==> config.mk <==
export PLATFORM = sky130hd
export DESIGN_NAME = input_capture_frequency_meter_top
export DESIGN_NICKNAME = d
export VERILOG_FILES = /design/src/rtl/icfm_pkg.sv /design/src/rtl/input_capture_frequency_meter_top.sv /design/src/rtl/icfm_div.sv /design/src/rtl/icfm_smul.sv
export SDC_FILE = /design/constraint.sdc
export NUM_CORES = 1
export LEC_CHECK = 0
export CORE_UTILIZATION = 45
export CTS_CLUSTER_SIZE = 40
export DETAILED_ROUTE_END_ITERATION = 12
export DONT_BUFFER_PORTS = 1
export GPL_ROUTABILITY_DRIVEN = 0
export GPL_TIMING_DRIVEN = 1
export REMOVE_ABC_BUFFERS = 1
export SYNTH_ARGS = -nofsm -noshare
export SYNTH_HDL_FRONTEND = slang
export SYNTH_SLANG_ARGS = --single-unit
==> constraint.sdc <==
create_clock -name clk -period 5.8 [get_ports clk]
set_input_delay 0.29 -clock clk [delete_from_list [all_inputs] [get_ports clk]]
set_output_delay 0.29 -clock clk [all_outputs]
set_load 0.005 [all_outputs]
==> src/rtl/icfm_pkg.sv <==
`timescale 1ns / 1ps

package icfm_pkg;

	// Field widths fixed by the interface.
	localparam int CAPTURE_W  = 16;
	localparam int TCLK_W     = 27;
	localparam int PRESCALE_W = 4;
	localparam int FREQ_W     = 30;
	localparam int PERIOD_W   = 17;
	localparam int TERM_W     = TCLK_W + PRESCALE_W;
	localparam int DIV_CNT_W  = $clog2(TCLK_W);
	localparam int MUL_CNT_W  = $clog2(PRESCALE_W);

	// Register reset values and the frequency ceiling.
	localparam logic [TCLK_W-1:0]     TCLK_RESET     = 27'd4000000;
	localparam logic [PRESCALE_W-1:0] PRESCALE_RESET = 4'd8;
	localparam logic [FREQ_W-1:0]     FREQ_MAX       = '1;

	typedef enum logic {
		OP_CAPTURE = 1'b0,
		OP_RESET   = 1'b1
	} op_t;

	typedef enum logic {
		REG_TIMER_CLOCK   = 1'b0,
		REG_EDGE_PRESCALE = 1'b1
	} cfg_reg_t;

	typedef enum logic [1:0] {
		ST_IDLE,
		ST_DIV,
		ST_MUL,
		ST_DONE
	} state_t;

	typedef struct packed {
		op_t                  opcode;
		logic [CAPTURE_W-1:0] capture_value;
	} in_item_t;

	typedef struct packed {
		logic [FREQ_W-1:0]   frequency;
		logic [PERIOD_W-1:0] period_ticks;
		logic                measurement_done;
		logic                divide_error;
	} out_item_t;

	// Status of a serial arithmetic unit.
	typedef struct packed {
		logic busy;
		logic done;
	} seq_status_t;

endpackage

==> src/rtl/input_capture_frequency_meter_top.sv <==
`timescale 1ns / 1ps

// Channel  Direction  Handshake             Payload
// in       input      in_valid / in_ready   in_item (opcode, capture_value)
// out      output     out_valid / out_ready out_item (frequency, period_ticks, flags)
// cfg      input      cfg_valid / cfg_ready cfg_index, cfg_data (always ready)
//
// A reset command, a first capture or equal captures skip the arithmetic units.
// A completed period runs 27 divider steps (one quotient bit each), a hand-off, 4 steps of
// the prescale multiplier, then reaches the final state, commits and hands over the result.
// A new item is taken while the previous result still waits in the output register; a
// result that cannot be handed over holds the sequencer in its final state.
// Reset clears the measurement phase, the estimate and out_valid, and presets the config.
module input_capture_frequency_meter_top
	import icfm_pkg::*;
#(
	parameter int COUNTER_WIDTH = 16
) (
	input  logic              clk,
	input  logic              arst_n,
	input  logic              in_valid,
	output logic              in_ready,
	input  in_item_t          in_item,
	output logic              out_valid,
	input  logic              out_ready,
	output out_item_t         out_item,
	input  logic              cfg_valid,
	output logic              cfg_ready,
	input  cfg_reg_t          cfg_index,
	input  logic [TCLK_W-1:0] cfg_data
);

	state_t                   state_q;
	state_t                   state_d;
	logic [TCLK_W-1:0]        tclk_q;
	logic [PRESCALE_W-1:0]    presc_q;
	logic                     pending_q;
	logic [CAPTURE_W-1:0]     first_cap_q;
	logic [PERIOD_W-1:0]      last_period_q;
	logic [FREQ_W-1:0]        freq_q;
	op_t                      op_q;
	logic [CAPTURE_W-1:0]     cap_q;
	logic [COUNTER_WIDTH-1:0] period_q;
	logic                     out_valid_q;
	out_item_t                out_item_q;

	logic [COUNTER_WIDTH-1:0] period_d;
	logic                     in_xfer;
	logic                     go_div;
	logic                     div_start;
	logic                     mul_start;
	logic                     commit;
	logic [TCLK_W-1:0]        quotient;
	logic [TERM_W-1:0]        term;
	seq_status_t              div_stat;
	seq_status_t              mul_stat;

	logic [TERM_W:0]          sum;
	logic [FREQ_W-1:0]        freq_avg;
	logic                     pending_n;
	logic [CAPTURE_W-1:0]     first_cap_n;
	logic [PERIOD_W-1:0]      last_period_n;
	logic [FREQ_W-1:0]        freq_n;
	logic                     meas_done_n;
	logic                     div_err_n;

	// Period of the incoming capture against the stored one, modulo the counter range.
	assign in_xfer  = in_valid && in_ready;
	assign period_d = COUNTER_WIDTH'(in_item.capture_value) - COUNTER_WIDTH'(first_cap_q);
	assign go_div   = (in_item.opcode == OP_CAPTURE) && pending_q && (period_d != '0);

	icfm_div #(
		.DIVISOR_W(COUNTER_WIDTH)
	) u_div (
		.clk      (clk),
		.arst_n   (arst_n),
		.start    (div_start),
		.dividend (tclk_q),
		.divisor  (period_d),
		.quotient (quotient),
		.status   (div_stat)
	);

	icfm_smul u_smul (
		.clk          (clk),
		.arst_n       (arst_n),
		.start        (mul_start),
		.multiplicand (quotient),
		.multiplier   (presc_q),
		.product      (term),
		.status       (mul_stat)
	);

	// Next state of the sequencer.
	always_comb begin
		state_d = state_q;
		case (state_q)
			ST_IDLE: begin
				if (in_xfer) begin
					state_d = go_div ? ST_DIV : ST_DONE;
				end
			end
			ST_DIV: begin
				if (div_stat.done) begin
					state_d = ST_MUL;
				end
			end
			ST_MUL: begin
				if (mul_stat.done) begin
					state_d = ST_DONE;
				end
			end
			ST_DONE: begin
				if (!out_valid_q || out_ready) begin
					state_d = ST_IDLE;
				end
			end
			default: begin
				state_d = ST_IDLE;
			end
		endcase
	end

	// Sequencer outputs.
	always_comb begin
		in_ready  = 1'b0;
		div_start = 1'b0;
		mul_start = 1'b0;
		commit    = 1'b0;
		case (state_q)
			ST_IDLE: begin
				in_ready  = 1'b1;
				div_start = in_valid && go_div;
			end
			ST_DIV: begin
				mul_start = div_stat.done;
			end
			ST_MUL: begin
			end
			ST_DONE: begin
				commit = !out_valid_q || out_ready;
			end
			default: begin
			end
		endcase
	end

	// Running average with saturation.
	assign sum      = {1'b0, TERM_W'(freq_q)} + {1'b0, term};
	assign freq_avg = sum[TERM_W] ? FREQ_MAX : sum[TERM_W-1:1];

	// Measurement state after the item being finished.
	always_comb begin
		pending_n     = pending_q;
		first_cap_n   = first_cap_q;
		last_period_n = last_period_q;
		freq_n        = freq_q;
		meas_done_n   = 1'b0;
		div_err_n     = 1'b0;
		if (op_q == OP_RESET) begin
			pending_n = 1'b0;
			freq_n    = '0;
		end else if (!pending_q) begin
			first_cap_n = cap_q;
			pending_n   = 1'b1;
		end else begin
			pending_n     = 1'b0;
			last_period_n = PERIOD_W'(period_q);
			meas_done_n   = 1'b1;
			if (period_q == '0) begin
				div_err_n = 1'b1;
			end else begin
				freq_n = freq_avg;
			end
		end
	end

	// Control and measurement state.
	always_ff @(posedge clk or negedge arst_n) begin
		if (!arst_n) begin
			state_q       <= ST_IDLE;
			tclk_q        <= TCLK_RESET;
			presc_q       <= PRESCALE_RESET;
			pending_q     <= 1'b0;
			first_cap_q   <= '0;
			last_period_q <= '0;
			freq_q        <= '0;
			out_valid_q   <= 1'b0;
		end else begin
			state_q <= state_d;
			if (cfg_valid) begin
				case (cfg_index)
					REG_TIMER_CLOCK:   tclk_q  <= cfg_data;
					REG_EDGE_PRESCALE: presc_q <= cfg_data[PRESCALE_W-1:0];
					default: begin
					end
				endcase
			end
			if (commit) begin
				pending_q     <= pending_n;
				first_cap_q   <= first_cap_n;
				last_period_q <= last_period_n;
				freq_q        <= freq_n;
				out_valid_q   <= 1'b1;
			end else if (out_ready) begin
				out_valid_q <= 1'b0;
			end
		end
	end

	// Item and result payload.
	always_ff @(posedge clk) begin
		if (in_xfer) begin
			op_q     <= in_item.opcode;
			cap_q    <= in_item.capture_value;
			period_q <= period_d;
		end
		if (commit) begin
			out_item_q.frequency        <= freq_n;
			out_item_q.period_ticks     <= last_period_n;
			out_item_q.measurement_done <= meas_done_n;
			out_item_q.divide_error     <= div_err_n;
		end
	end

	assign cfg_ready = 1'b1;
	assign out_valid = out_valid_q;
	assign out_item  = out_item_q;

	// The divider only runs while the sequencer waits on it.
	assert property (@(posedge clk) disable iff (!arst_n)
		(div_stat.busy || div_stat.done) |-> (state_q == ST_DIV))
		else $error("divider active outside the divide state");

	// The multiplier only runs while the sequencer waits on it.
	assert property (@(posedge clk) disable iff (!arst_n)
		(mul_stat.busy || mul_stat.done) |-> (state_q == ST_MUL))
		else $error("multiplier active outside the multiply state");

	// A new result appears only after the sequencer finished an item.
	assert property (@(posedge clk) disable iff (!arst_n)
		$rose(out_valid) |-> $past(state_q == ST_DONE))
		else $error("result presented without a finished item");

	// A divide error is always part of a completed measurement.
	assert property (@(posedge clk) disable iff (!arst_n)
		(out_valid && out_item.divide_error) |-> out_item.measurement_done)
		else $error("divide error without a completed measurement");

endmodule

==> src/rtl/icfm_div.sv <==
`timescale 1ns / 1ps

module icfm_div
	import icfm_pkg::*;
#(
	parameter int DIVISOR_W = 16
) (
	input  logic                 clk,
	input  logic                 arst_n,
	input  logic                 start,
	input  logic [TCLK_W-1:0]    dividend,
	input  logic [DIVISOR_W-1:0] divisor,
	output logic [TCLK_W-1:0]    quotient,
	output seq_status_t          status
);

	logic [DIVISOR_W-1:0] rem_q;
	logic [DIVISOR_W-1:0] dsr_q;
	logic [TCLK_W-1:0]    dvd_q;
	logic [DIV_CNT_W-1:0] cnt_q;
	logic                 busy_q;
	logic                 done_q;
	logic [DIVISOR_W+1:0] trial;
	logic                 qbit;

	// One restoring step: bring down the next dividend bit and try a subtract.
	assign trial = {1'b0, rem_q, dvd_q[TCLK_W-1]} - {2'b00, dsr_q};
	assign qbit  = ~trial[DIVISOR_W+1];

	// Datapath: the dividend shifts out at the top while quotient bits fill the bottom.
	always_ff @(posedge clk) begin
		if (start) begin
			rem_q <= '0;
			dsr_q <= divisor;
			dvd_q <= dividend;
		end else if (busy_q) begin
			rem_q <= qbit ? trial[DIVISOR_W-1:0] : {rem_q[DIVISOR_W-2:0], dvd_q[TCLK_W-1]};
			dvd_q <= {dvd_q[TCLK_W-2:0], qbit};
		end
	end

	// Step counter and status.
	always_ff @(posedge clk or negedge arst_n) begin
		if (!arst_n) begin
			cnt_q  <= '0;
			busy_q <= 1'b0;
			done_q <= 1'b0;
		end else begin
			done_q <= 1'b0;
			if (start) begin
				cnt_q  <= '0;
				busy_q <= 1'b1;
			end else if (busy_q) begin
				if (cnt_q == DIV_CNT_W'(TCLK_W - 1)) begin
					busy_q <= 1'b0;
					done_q <= 1'b1;
				end
				cnt_q <= cnt_q + 1'b1;
			end
		end
	end

	assign quotient    = dvd_q;
	assign status.busy = busy_q;
	assign status.done = done_q;

endmodule

==> src/rtl/icfm_smul.sv <==
`timescale 1ns / 1ps

module icfm_smul
	import icfm_pkg::*;
(
	input  logic                  clk,
	input  logic                  arst_n,
	input  logic                  start,
	input  logic [TCLK_W-1:0]     multiplicand,
	input  logic [PRESCALE_W-1:0] multiplier,
	output logic [TERM_W-1:0]     product,
	output seq_status_t           status
);

	logic [TERM_W-1:0]     mcand_q;
	logic [PRESCALE_W-1:0] mplier_q;
	logic [TERM_W-1:0]     acc_q;
	logic [MUL_CNT_W-1:0]  cnt_q;
	logic                  busy_q;
	logic                  done_q;

	// Shift-and-add, one multiplier bit per cycle.
	always_ff @(posedge clk) begin
		if (start) begin
			mcand_q  <= TERM_W'(multiplicand);
			mplier_q <= multiplier;
			acc_q    <= '0;
		end else if (busy_q) begin
			if (mplier_q[0]) begin
				acc_q <= acc_q + mcand_q;
			end
			mcand_q  <= {mcand_q[TERM_W-2:0], 1'b0};
			mplier_q <= {1'b0, mplier_q[PRESCALE_W-1:1]};
		end
	end

	// Step counter and status.
	always_ff @(posedge clk or negedge arst_n) begin
		if (!arst_n) begin
			cnt_q  <= '0;
			busy_q <= 1'b0;
			done_q <= 1'b0;
		end else begin
			done_q <= 1'b0;
			if (start) begin
				cnt_q  <= '0;
				busy_q <= 1'b1;
			end else if (busy_q) begin
				if (cnt_q == MUL_CNT_W'(PRESCALE_W - 1)) begin
					busy_q <= 1'b0;
					done_q <= 1'b1;
				end
				cnt_q <= cnt_q + 1'b1;
			end
		end
	end

	assign product     = acc_q;
	assign status.busy = busy_q;
	assign status.done = done_q;

endmodule
==> results of run 1 <==
-- per-layer routing --
layer	vias to the layer above	track usage	wire, microns
met5	-	0	0
met4	0	0.0682	980
met3	59	0.0330	1430
met2	206	0.320	17200
met1	5741	0.281	17700
li1	5742	-	-
-- through the flow --
stage	area, sq um	hold slack, ns	power (W)
floorplan	16600	-0.00559	0.00252
global placement	17300	-0.00157	0.00255
detailed placement	17300	-0.00154	0.00255
CTS	19000	0.0452	0.00497
global route	19000	0.0717	0.00508
finish	19000	0.0721	0.00492
-- logic make-up after synthesis --
group           Yosys count
xor+xnor                 75
buf+inv                 131
flops                   316
other cells               1
simple gates            418
mux                     123
fa+ha+maj               101
compound gates          379
-- Yosys cell counts, types with 25 or more instances --
cell,number
inv_1,69
clkbuf_1,45
xor2_1,38
mux2_2,84
o21a_1,27
nand2_1,187
edfxtp_1,156
mux2_4,25
xnor2_1,37
o21ai_0,53
a21oi_1,110
nor2_1,86
a21o_1,38
a211oi_1,33
dfxtp_1,51
dfrtp_1,101
ha_1,97
-- state kept, by name, summed over array words and instances (netlist names), 17 cells and up --
signal / cells
tclk_q: 27
out_item: 49
u_smul.product: 31
freq_q: 30
u_smul.mcand_q: 31
u_div.quotient: 27
last_period_q: 17
-- area by class of cell --
cell class | instances | area, sq um | area share
clock buffer | 52 | 1040 | 0.0549
clock inverter | 16 | 193 | 0.0101
inverter | 69 | 259 | 0.0136
multi-input combinational | 1097 | 7870 | 0.413
sequential | 316 | 8440 | 0.444
tap | 468 | 586 | 0.0308
timing repair buffer | 66 | 631 | 0.0332
-- worst max-delay path by stage --
stage          depth (start not counted)                  to
2_1_floorplan                         13   u_div.quotient[0]
3_3_place_gp                          14  u_div.quotient[20]
3_5_place_dp                          13  u_div.quotient[21]
4_1_cts                               12  u_div.quotient[11]
5_1_grt                               12  u_div.quotient[26]
6_report                              12  u_div.quotient[12]
-- power by group through the flow --
stage	sequential (W)	clock [W]	combinational, W
after floorplan	0.00244	0	0.0000865
after global placement	0.00244	0	0.000103
after detailed placement	0.00244	0	0.000106
after CTS	0.00240	0.00242	0.000151
after global routing	0.00240	0.00251	0.000166
final	0.00240	0.00237	0.000150
-- timing repair --
action,in CTS,in global routing
hold endpoints to repair,158,0
endpoints found under the setup margin,0,0
hold buffers,47,0
buffers inserted,0,0
==> summary.md, run 1 <==
| Metric | Value |
|---|---|
| DRC violations left | `0` |
| CTS Buf Count | `37` |
| Vias in the first global route | `between 10,000 and 15,000` |
| Reg clk slew, reported paths | `0.06 ns` |
| Int Power | `roughly 0.0039 W` |
| Setup-failing EPs final | `0` |
| Slew headroom | `0.196` |
| GR Overflow Total | `0` |
| Reg2Reg Setup Slack | `1.42 ns` |
| N_diodes | `0` |
| Setup ws final | `roughly 1.4 ns` |
| Via Count | `11,748` |
| Clock tree root driver cell | `clkbuf_16` |
| Leak Pwr | `8.02 nW` |
| CTS sink cnt | `316` |
| Critical path cell sequence | `ha_1 > inv_1 > fa_1 > a211oi_2 > or4_1 > nand3_1 > nor4b_2 > o2111ai_1 > or4_1 > or4_1 > and4_4 > or2_1` |
| RSZ-0062 raised after global routing | `no` |
| Slowest CP cell | `or2_1` |
| Per-cell routed wire length | `17.9 microns` |
| Area grow syn2layout | `13.0%` |
| Combinational power share | `0.031` |
| Status | `completed` |
| Compound-Gate Fraction of Synth Area | `0.149` |
| Post-synthesis xor/xnor area fraction | `0.0390` |
| Dominant cells by area after synthesis | `edfxtp_1 28%, dfrtp_1 15%, ha_1 7.2%` |
| Post-synth EDFFs | `156` |
| Setup WS pre-CTS | `1.42 ns` |
| Peak supply drop | `between 0.2 and 0.3 mV` |
| Main combinational cell family by area after synthesis | `compound AO/OA/AOI/OAI gates` |
| WP buf/inv | `1` |
| Worst setup EP type | `flop` |
| Share of cells above drive strength 1 | `0.130` |
| Start point of the worst hold path | `in_item[1]` |
| Initial Util | `0.459` |
| Worst Tran Pin Value | `1.21 ns` |
| WS Path Type | `reg2reg` |
| Dpl hpwl | `approximately 26,000 microns` |
| Max Freq | `0.228 GHz` |
| Post-synth top flop | `edfxtp_1` |
| Startpoint types | `flop` |
| Rows | `70` |
| First-pass GRT wire length | `61,500 microns` |
| Fill count | `3,243` |
| Clock Power Share | `0.482` |
| CTS tree | `built` |
| Placed Instances | `1,969` |
| WP data required | `~5.9 ns` |
| Die Height | `195 microns` |
| Num ports | `102` |
| Netlist Area Pre-Place | `16,800 sq um` |
| Top cell type's share of synthesized area | `0.278` |
| Seq/Total Area, Yosys | `0.501` |
| P_sw | `approximately 0.001 W` |
| Minimum clock period | `4.38 ns` |
| Final cell count without fillers | `about 2,100` |
| Final period util | `0.755` |
| Synthesized area per cell | `between 10 and 15 sq um` |
| IO Port Bufs | `0` |
| Die ar. | `about 38,000 sq um` |
| Detailed Route Iter0 Violations | `635` |
| Total of cells resized after clock tree synthesis | `0` |
| CP max FO | `27` |
| Via-to-Cell Ratio | `5.64` |
| Net Sw Frac | `0.207` |
| Seq pwr share | `0.488` |
| Hold Crit Class | `in2reg` |
| Maxcap violations | `0` |
| Async S/R FF share, synth | `0.345` |
| Die Wd | `195 microns` |
| Worst-case clock buffer depth | `3` |
| Mux cell area share after synthesis | `0.0868` |
| Adder-Cell Fraction of Synth Area | `0.0768` |
| Commonest non-fill, non-tap cell in the layout | `nand2_1` |
| Hold path endpoint | `u_div.dsr_q[1]` |
| Power density cells | `258 nW/um^2` |
| CP Launch Point | `first_cap_q[0]` |
| CP max stage delay | `0.64 ns` |
| Worst R2R Path Depth | `12` |
| Worst Skew | `0.0335 ns` |
| WHS Path Cells | `1` |
| Setup TNS | `0 ns` |
| Hold Vio Cnt, Final | `0` |
| Drt first pass iters | `5` |
| Synth Register Bits | `316` |
| Simple-gate portion of the synthesized area | `0.114` |
| Worst-Skew Late Latency | `0.55 ns` |
| CTS H-Tree Depth | `2` |
| ANT nets after route | `0` |
| Critical R2R Launch | `first_cap_q[0]` |
| Distinct cells, synth | `81` |
| Initial antenna violation count | `0` |
| CP top delay family | `simple AND/OR/NAND/NOR gates` |
| Final core occ | `0.518` |
| GRT Total Usage | `0.202` |
| Cell taking the most area after synthesis | `edfxtp_1` |
| # nets final | `1,738` |
| Mapped Cells | `around 1,500` |
| Largest net degree at the start of global routing | `110` |
| Arr. time, crit path | `approximately 4.5 ns` |
| Core area | `36,700 sq um` |
| Crit-path most repeated cell | `or4_1` |
| Pins Over Slew Limit | `0` |
| Worst r2r dst | `u_div.quotient[12]` |
| Commonest cells after routing, fill and taps aside | `187 x nand2_1, 156 x edfxtp_1, 110 x a21oi_1` |
| Wirelength, routed | `37,300 microns` |
| Ys Warns | `0` |
Power figures use the tool's default switching activity.
==> inputs of run 2 (changes only) <==
- ABC_AREA: default -> 1
- clock period: 5.8 -> 3.6 ns (I/O delays scaled with it)
==> run 2 against run 1 <==
Effect of this change:
- clock power up 55%
- clock skew fell by 0.0030 ns
- first-iteration DRC count up 50%
- sequential power rose to 2.6 times the previous value
- combinational power increased to 54 times the previous value
==> summary.md, run 2 <==
| Metric | Value |
|---|---|
| Via Count | `15,003 (+28%)` |
| Status | `completed` |
| Peak supply drop | `0.512 mV (+78%)` |
| Synthesized area per cell | `8.05 sq um (-26%)` |
| Initial Util | `0.457 (-0.00153)` |
| Wirelength, routed | `45,800 microns (+23%)` |
| Die Height | `203 microns (+4.1%)` |
| CTS Buf Count | `38 (+2.7%)` |
| CP top delay family | `simple AND/OR/NAND/NOR gates` |
| Leak Pwr | `9.62 nW (+20%)` |
| Commonest cells after routing, fill and taps aside | `654 x nand2_1, 267 x inv_1, 196 x nor2_1` |
| Arr. time, crit path | `3.23 ns (-1.24 ns)` |
| Total of cells resized after clock tree synthesis | `0 (unchanged)` |
| Synth Register Bits | `316 (unchanged)` |
| DRC violations left | `0 (unchanged)` |
| Share of cells above drive strength 1 | `0.0639 (-0.0661)` |
| Area grow syn2layout | `12.2%` |
| Net Sw Frac | `0.427 (+0.220)` |
| Worst Skew | `0.0305 ns (-0.00300 ns)` |
| Worst r2r dst | `u_div.dsr_q[14]` |
| WP buf/inv | `2 (+1)` |
| Post-synth EDFFs | `156 (unchanged)` |
| Ys Warns | `0 (unchanged)` |
| Slew headroom | `0.361 (+0.165)` |
| Tot Pwr | `0.0181 W (+270%)` |
| Commonest non-fill, non-tap cell in the layout | `nand2_1` |
| WP data required | `3.82 ns (-2.07 ns)` |
| Dominant cells by area after synthesis | `edfxtp_1 26%, dfrtp_1 14%, nand2_1 13%` |
| Seq pwr share | `0.348 (-0.140)` |
| Most frequent cell after synthesis | `nand2_1` |
| Die ar. | `41,400 sq um (+8.3%)` |
| Crit-path most repeated cell | `nor2_1` |
| Max Freq | `0.333 GHz (+46%)` |
| Distinct cells, synth | `46 (-43%)` |
| Combinational power share | `0.450 (+0.419)` |
| Startpoint types | `flop` |
| Area of the multi-input gates | `8460 sq um (+7.6%)` |
| Final period util | `0.835 (+0.0803)` |
| WS Path Type | `reg2reg` |
| Async S/R FF share, synth | `0.345 (unchanged)` |
| Drt first pass iters | `5 (unchanged)` |
| Detailed Route Iter0 Violations | `955 (+50%)` |
| Slowest CP cell | `fa_1` |
| Reg clk slew, reported paths | `0.06 ns (about the same)` |
| Critical path cell sequence | `ha_1 > inv_1 > fa_1 > or2_2 > nor2_1 > nand3_1 > nor2_1 > nand3_1 > nor2_1 > nand3_2 > nand3_4 > inv_1` |
| Hold Vio Cnt, Final | `0 (unchanged)` |
| Register area | `8440 sq um (unchanged)` |
| Worst setup EP type | `flop` |
| Setup TNS | `0 ns (unchanged)` |
| Vias in the first global route | `14,489 (+26%)` |
| Total setup buffers inserted after CTS | `0 (unchanged)` |
| Num ports | `102 (unchanged)` |
| Mapped Cells | `2,269 (+47%)` |
| CTS H-Tree Depth | `2 (unchanged)` |
| Core area | `39,900 sq um (+8.8%)` |
| N_diodes | `0 (unchanged)` |
| Minimum clock period | `3.01 ns (-1.37 ns)` |
| ANT nets after route | `0 (unchanged)` |
| Hold Crit Class | `in2reg` |
| CP max FO | `26 (-3.7%)` |
| Fill count | `3,808 (+17%)` |
| Reg2Reg Setup Slack | `0.59 ns (-0.83 ns)` |
| Setup-failing EPs final | `0 (unchanged)` |
| Int Power | `0.0104 W (+170%)` |
| Critical R2R Launch | `first_cap_q[0]` |
| Worst-case clock buffer depth | `3 (unchanged)` |
| CTS sink cnt | `316 (unchanged)` |
| Via-to-Cell Ratio | `5.22 (-7.4%)` |
| Top cell type's share of synthesized area | `0.257 (-0.0216)` |
| CTS tree | `built` |
| Clock tree root driver cell | `clkbuf_16` |
| Seq/Total Area, Yosys | `0.463 (-0.0389)` |
| WHS Path Cells | `3 (+2)` |
| Rows | `73 (+4.3%)` |
| Max reg flops | `49 (unchanged)` |
| P_sw | `0.00773 W (+660%)` |
| Die Wd | `203 microns (+4.1%)` |
| GR Overflow Total | `0 (unchanged)` |
| Cell taking the most area after synthesis | `edfxtp_1` |
| Dpl hpwl | `33,400 microns (+29%)` |
| GRT Total Usage | `0.226 (+0.0238)` |
| First-pass GRT wire length | `74,400 microns (+21%)` |
| # nets final | `2,469 (+42%)` |
| Initial antenna violation count | `0 (unchanged)` |
| Netlist Area Pre-Place | `18,300 sq um (+8.4%)` |
| Pins Over Slew Limit | `0 (unchanged)` |
| Worst Tran Pin Value | `0.957 ns (-0.249 ns)` |
| IO Port Bufs | `0 (unchanged)` |
| Largest net degree at the start of global routing | `110 (unchanged)` |
| CP max stage delay | `0.47 ns (-0.17 ns)` |
| Worst R2R Path Depth | `12 (unchanged)` |
| CP Launch Point | `first_cap_q[0]` |
| Worst-Skew Late Latency | `0.57 ns (+0.02 ns)` |
| Start point of the worst hold path | `in_item[0]` |
| Hold path endpoint | `u_div.dsr_q[0]` |
| RSZ-0062 raised after global routing | `no` |
| Power density cells | `885 nW/um^2 (+240%)` |
| Clock Power Share | `0.203 (-0.279)` |
| Per-cell routed wire length | `15.9 microns (-11%)` |
| Commonest cells post-synth | `655 x nand2_1, 268 x inv_1, 198 x nor2_1, 160 x o21ai_0, 156 x edfxtp_1` |
| Maxcap violations | `0 (unchanged)` |
| Post-synth top flop | `edfxtp_1` |
-- run 2: per-stage QoR --
step | instance area [sq um] | util | instances | hold slack [ns] | worst slack [ns]
final | 20500 | 0.513 | 2873 | 0.0328 | 0.593
after CTS | 20500 | 0.513 | 2873 | 0.00323 | 0.541
after floorplan | 17900 | - | 2204 | -0.116 | 0.00199
after global routing | 20500 | 0.513 | 2873 | 0.0410 | 0.222
after global placement | 18800 | 0.470 | 2752 | -0.107 | 0.576
after detailed placement | 18800 | 0.470 | 2752 | -0.105 | 0.567
-- run 2: tightest hold or removal path: stages --
cell   delay (ns)
inv_1        0.04
ha_1         0.12
inv_1        0.08
-- run 2: area by class of cell --
class | count | share of cell area
Clock buffer | 56 | 0.0512
Timing Repair Buffer | 74 | 0.0342
Inverter | 274 | 0.0502
Multi-Input combinational cell | 1614 | 0.413
Clock inverter | 14 | 0.00678
Tap cell | 525 | 0.0321
Sequential cell | 316 | 0.412
-- run 2: how the worst max path moves through the flow --
| stage | slack (ns) | end | depth (start not counted) |
|---|---|---|---|
| after global placement | 0.58 | u_div.dsr_q[12] | 12 |
| final | 0.59 | u_div.dsr_q[14] | 12 |
| after detailed placement | 0.57 | u_div.dsr_q[15] | 12 |
| after global routing | 0.22 | u_div.dsr_q[0] | 14 |
| after CTS | 0.54 | u_div.dsr_q[14] | 12 |
| after floorplan | 0.002 | u_div.quotient[0] | 12 |
-- run 2: power by group through the flow --
stage	sequential, W	combinational [W]	clock [W]
final	0.00630	0.00815	0.00367
after global routing	0.00642	0.00934	0.00390
after CTS	0.00632	0.00815	0.00377
after detailed placement	0.00638	0.00801	0
after global placement	0.00637	0.00784	0
after floorplan	0.00597	0.00616	0
-- run 2: per-layer routing --
| layer | wire, microns | GRT usage | share of wire |
|---|---|---|---|
| met3 | 1640 | 0.0331 | 0.036 |
| met1 | 20100 | 0.284 | 0.44 |
| met2 | 22600 | 0.396 | 0.49 |
| met5 | 0 | 0 | 0 |
| met4 | 1440 | 0.0752 | 0.031 |
-- run 2: kinds of logic (layout without fill, tap and decap cells) --
logic type / after synthesis / in the layout / share of synthesized area
AOI/OAI and AO/OA: 358 / 358 / 0.107
xor gates and xnor gates: 46 / 46 / 0.0221
and+or+nand+nor: 1083 / 1083 / 0.248
adders and majority gates: 101 / 101 / 0.0709
other: 1 / 1 / 0.000205
DFF: 316 / 316 / 0.463
buffers and inverters: 339 / 418 / 0.0744
muxes: 25 / 25 / 0.0154
-- run 2: repair_timing --
item / CTS / global route
endpoints found under the hold margin: 163 / 0
hold buffers: 51 / 0
endpoints found under the setup margin: 0 / 0
==> inputs of run 3 (changes only) <==
- clock period: 3.6 -> 3.05 ns (I/O delays scaled with it)
==> run 3 against run 2 <==
Effect of this change:
- via count is 0.84% lower
- worst setup slack lost 0.37 ns
- die area did not move
- combinational power increased by 18%
- clock power up 15%
- hold slack better by 0.10 ns
- largest cell class unchanged
- largest power group unchanged
- highest routed layer unchanged
==> summary.md, run 3 (synthesis results as in run 2) <==
| Metric | Value |
|---|---|
| Layer with the highest usage | `met2` |
| Power density cells | `1040 nW/um^2 (+17%)` |
| GR Overflow Total | `0 (unchanged)` |
| Core area | `39,900 sq um (unchanged)` |
| Share of cells above drive strength 1 | `0.0639 (about the same)` |
| Max Freq | `0.353 GHz (+6.3%)` |
| Commonest cells after routing, fill and taps aside | `654 x nand2_1, 267 x inv_1, 196 x nor2_1` |
| Wirelength, routed | `45,500 microns (-0.62%)` |
| P_sw | `0.00908 W (+17%)` |
| Per-cell routed wire length | `15.9 microns (-0.56%)` |
| N_diodes | `0 (unchanged)` |
| Area grow syn2layout | `12.0%` |
| Slew headroom | `0.203 (-0.158)` |
| Net Sw Frac | `0.427 (about the same)` |
| Reg2Reg Setup Slack | `0.22 ns (-0.37 ns)` |
| Met1 Use GR | `0.286 (+0.00194)` |
| Via-to-Cell Ratio | `5.18 (-0.77%)` |
| Worst setup EP type | `flop` |
| CTS Buf Count | `37 (-2.6%)` |
| Worst r2r dst | `u_div.dsr_q[12]` |
| Fin Hold WS | `0.133 ns (+0.0998 ns)` |
| Final period util | `0.928 (+0.0923)` |
| Setup ws final | `0.221 ns (-0.372 ns)` |
| Status | `completed` |
| IO Port Bufs | `0 (unchanged)` |
| Maxcap violations | `0 (unchanged)` |
| WS Path Type | `reg2reg` |
| Startpoint types | `flop` |
| Worst-case clock buffer depth | `3 (unchanged)` |
| WHS Path Cells | `4 (+1)` |
| Setup-failing EPs final | `0 (unchanged)` |
| Worst Skew | `0.0223 ns (-0.00814 ns)` |
| Total setup buffers inserted after CTS | `0 (unchanged)` |
| Worst R2R Path Depth | `12 (unchanged)` |
| Met2 usage | `0.392 (-0.00378)` |
| Final cell count without fillers | `2,871 (-0.070%)` |
| Minimum clock period | `2.83 ns (-0.178 ns)` |
| Critical R2R Launch | `first_cap_q[0]` |
| Die Height | `203 microns (unchanged)` |
| DRC violations left | `0 (unchanged)` |
| GRT Total Usage | `0.224 (-0.00201)` |
| Die Wd | `203 microns (unchanged)` |
| Arr. time, crit path | `3.03 ns (-0.20 ns)` |
| CTS tree | `built` |
| Clock Power Share | `0.198 (-0.005)` |
| Initial Util | `0.457 (unchanged)` |
| Drt first pass iters | `5 (unchanged)` |
| Total of cells resized after clock tree synthesis | `0 (unchanged)` |
| WP data required | `3.25 ns (-0.57 ns)` |
| Peak supply drop | `0.499 mV (-2.5%)` |
| Leak Pwr | `9.60 nW (-0.19%)` |
| Post-cts hold buffer count | `51 (unchanged)` |
| First-pass GRT wire length | `74,000 microns (-0.60%)` |
| Worst Tran Pin Value | `1.19 ns (+0.235 ns)` |
| Met3 Track Usage GR | `0.0251 (-0.00799)` |
| Largest net degree at the start of global routing | `110 (unchanged)` |
| Die ar. | `41,400 sq um (unchanged)` |
| Hold Vio Cnt, Final | `0 (unchanged)` |
| Seq pwr share | `0.350 (+0.002)` |
| Start point of the worst hold path | `in_item[16]` |
| Placed Instances | `2,752 (unchanged)` |
| ANT nets after route | `0 (unchanged)` |
| Detailed Route Iter0 Violations | `899 (-5.9%)` |
| Hold path endpoint | `u_div.busy_q` |
| Commonest non-fill, non-tap cell in the layout | `nand2_1` |
| Clock tree root driver cell | `clkbuf_16` |
| Pins Over Slew Limit | `0 (unchanged)` |
| Num ports | `102 (unchanged)` |
| CP max FO | `16 (-38%)` |
| Final core occ | `0.512 (-0.00100)` |
| Int Power | `0.0122 W (+17%)` |
| Dpl hpwl | `33,200 microns (-0.53%)` |
| Rows | `73 (unchanged)` |
| Reg clk slew, reported paths | `0.06 ns (about the same)` |
| CTS H-Tree Depth | `2 (unchanged)` |
| Via Count | `14,877 (-0.84%)` |
| Worst-Skew Late Latency | `0.56 ns (about the same)` |
| Setup WS pre-CTS | `0.214 ns (-0.353 ns)` |
| RSZ-0062 raised after global routing | `no` |
| Vias in the first global route | `14,399 (-0.62%)` |
| Initial antenna violation count | `0 (unchanged)` |
| # nets final | `2,468 (-0.041%)` |
| Hold Crit Class | `in2reg` |
| Max reg flops | `49 (unchanged)` |
| Combinational power share | `0.451 (about the same)` |
| CTS sink cnt | `316 (unchanged)` |
-- run 3: cell count changes in the layout (fill, tap and decap cells not counted) --
cell        delta
clkinvlp_4     +1
clkbuf_1       -6
inv_6          +1
clkinv_1       +4
buf_4          -1
clkbuf_8       -3
clkinv_16      -1
buf_12         +1
clkinv_2       +2
-- run 3: layout make-up --
type	instances	area [sq um]
Tap cell	525	657
Fill cell	3790	19500
Inverter	274	1030
Clock buffer	47	985
Sequential cell	316	8440
Multi-Input combinational cell	1614	8460
Clock inverter	21	150
Timing Repair Buffer	74	713
-- run 3: metrics by stage --
step | TNS, ns | power [W] | cell area, sq um
2_1_floorplan | -22.40 | 0.0143 | 17900
3_3_place_gp | 0 | 0.0168 | 18800
3_5_place_dp | 0 | 0.0170 | 18800
4_1_cts | 0 | 0.0214 | 20400
5_1_grt | 0 | 0.0231 | 20400
6_report | 0 | 0.0213 | 20400
-- run 3: per-layer routing --
| layer | part of all wire | up-vias |
|---|---|---|
| li1 | - | 7578 |
| met1 | 0.44 | 6961 |
| met2 | 0.50 | 260 |
| met3 | 0.033 | 78 |
| met4 | 0.028 | 0 |
| met5 | 0 | - |
-- run 3: worst max-delay path, stage by stage, from the launching register on --
cell     delay (ns)
dfrtp_1        0.38
ha_1           0.18
inv_1          0.10
fa_1           0.43
or2_2          0.30
nor2_1         0.11
nand3_1        0.09
nor2_1         0.11
nand3_1        0.07
nor2_1         0.11
nand3_2        0.17
nand3_4        0.12
inv_1          0.30
-- run 3: how the worst max path moves through the flow --
| stage | from | end | slack, ns | cells past startpoint |
|---|---|---|---|---|
| finish | first_cap_q[0] | u_div.dsr_q[12] | 0.22 | 12 |
| global route | first_cap_q[0] | u_div.dsr_q[12] | 0.05 | 14 |
| CTS | first_cap_q[0] | u_div.dsr_q[12] | 0.19 | 12 |
| detailed placement | first_cap_q[0] | u_div.dsr_q[15] | 0.21 | 12 |
| global placement | first_cap_q[0] | u_div.dsr_q[13] | 0.24 | 12 |
| floorplan | first_cap_q[0] | u_div.quotient[0] | -0.55 | 12 |
-- run 3: power groups by stage --
stage | Clock [W] | Sequential (W) | Combinational (W)
6_report | 0.00422 | 0.00745 | 0.00959
2_1_floorplan | 0 | 0.00705 | 0.00727
3_5_place_dp | 0 | 0.00755 | 0.00943
5_1_grt | 0.00450 | 0.00760 | 0.0110
4_1_cts | 0.00434 | 0.00749 | 0.00960
3_3_place_gp | 0 | 0.00753 | 0.00926
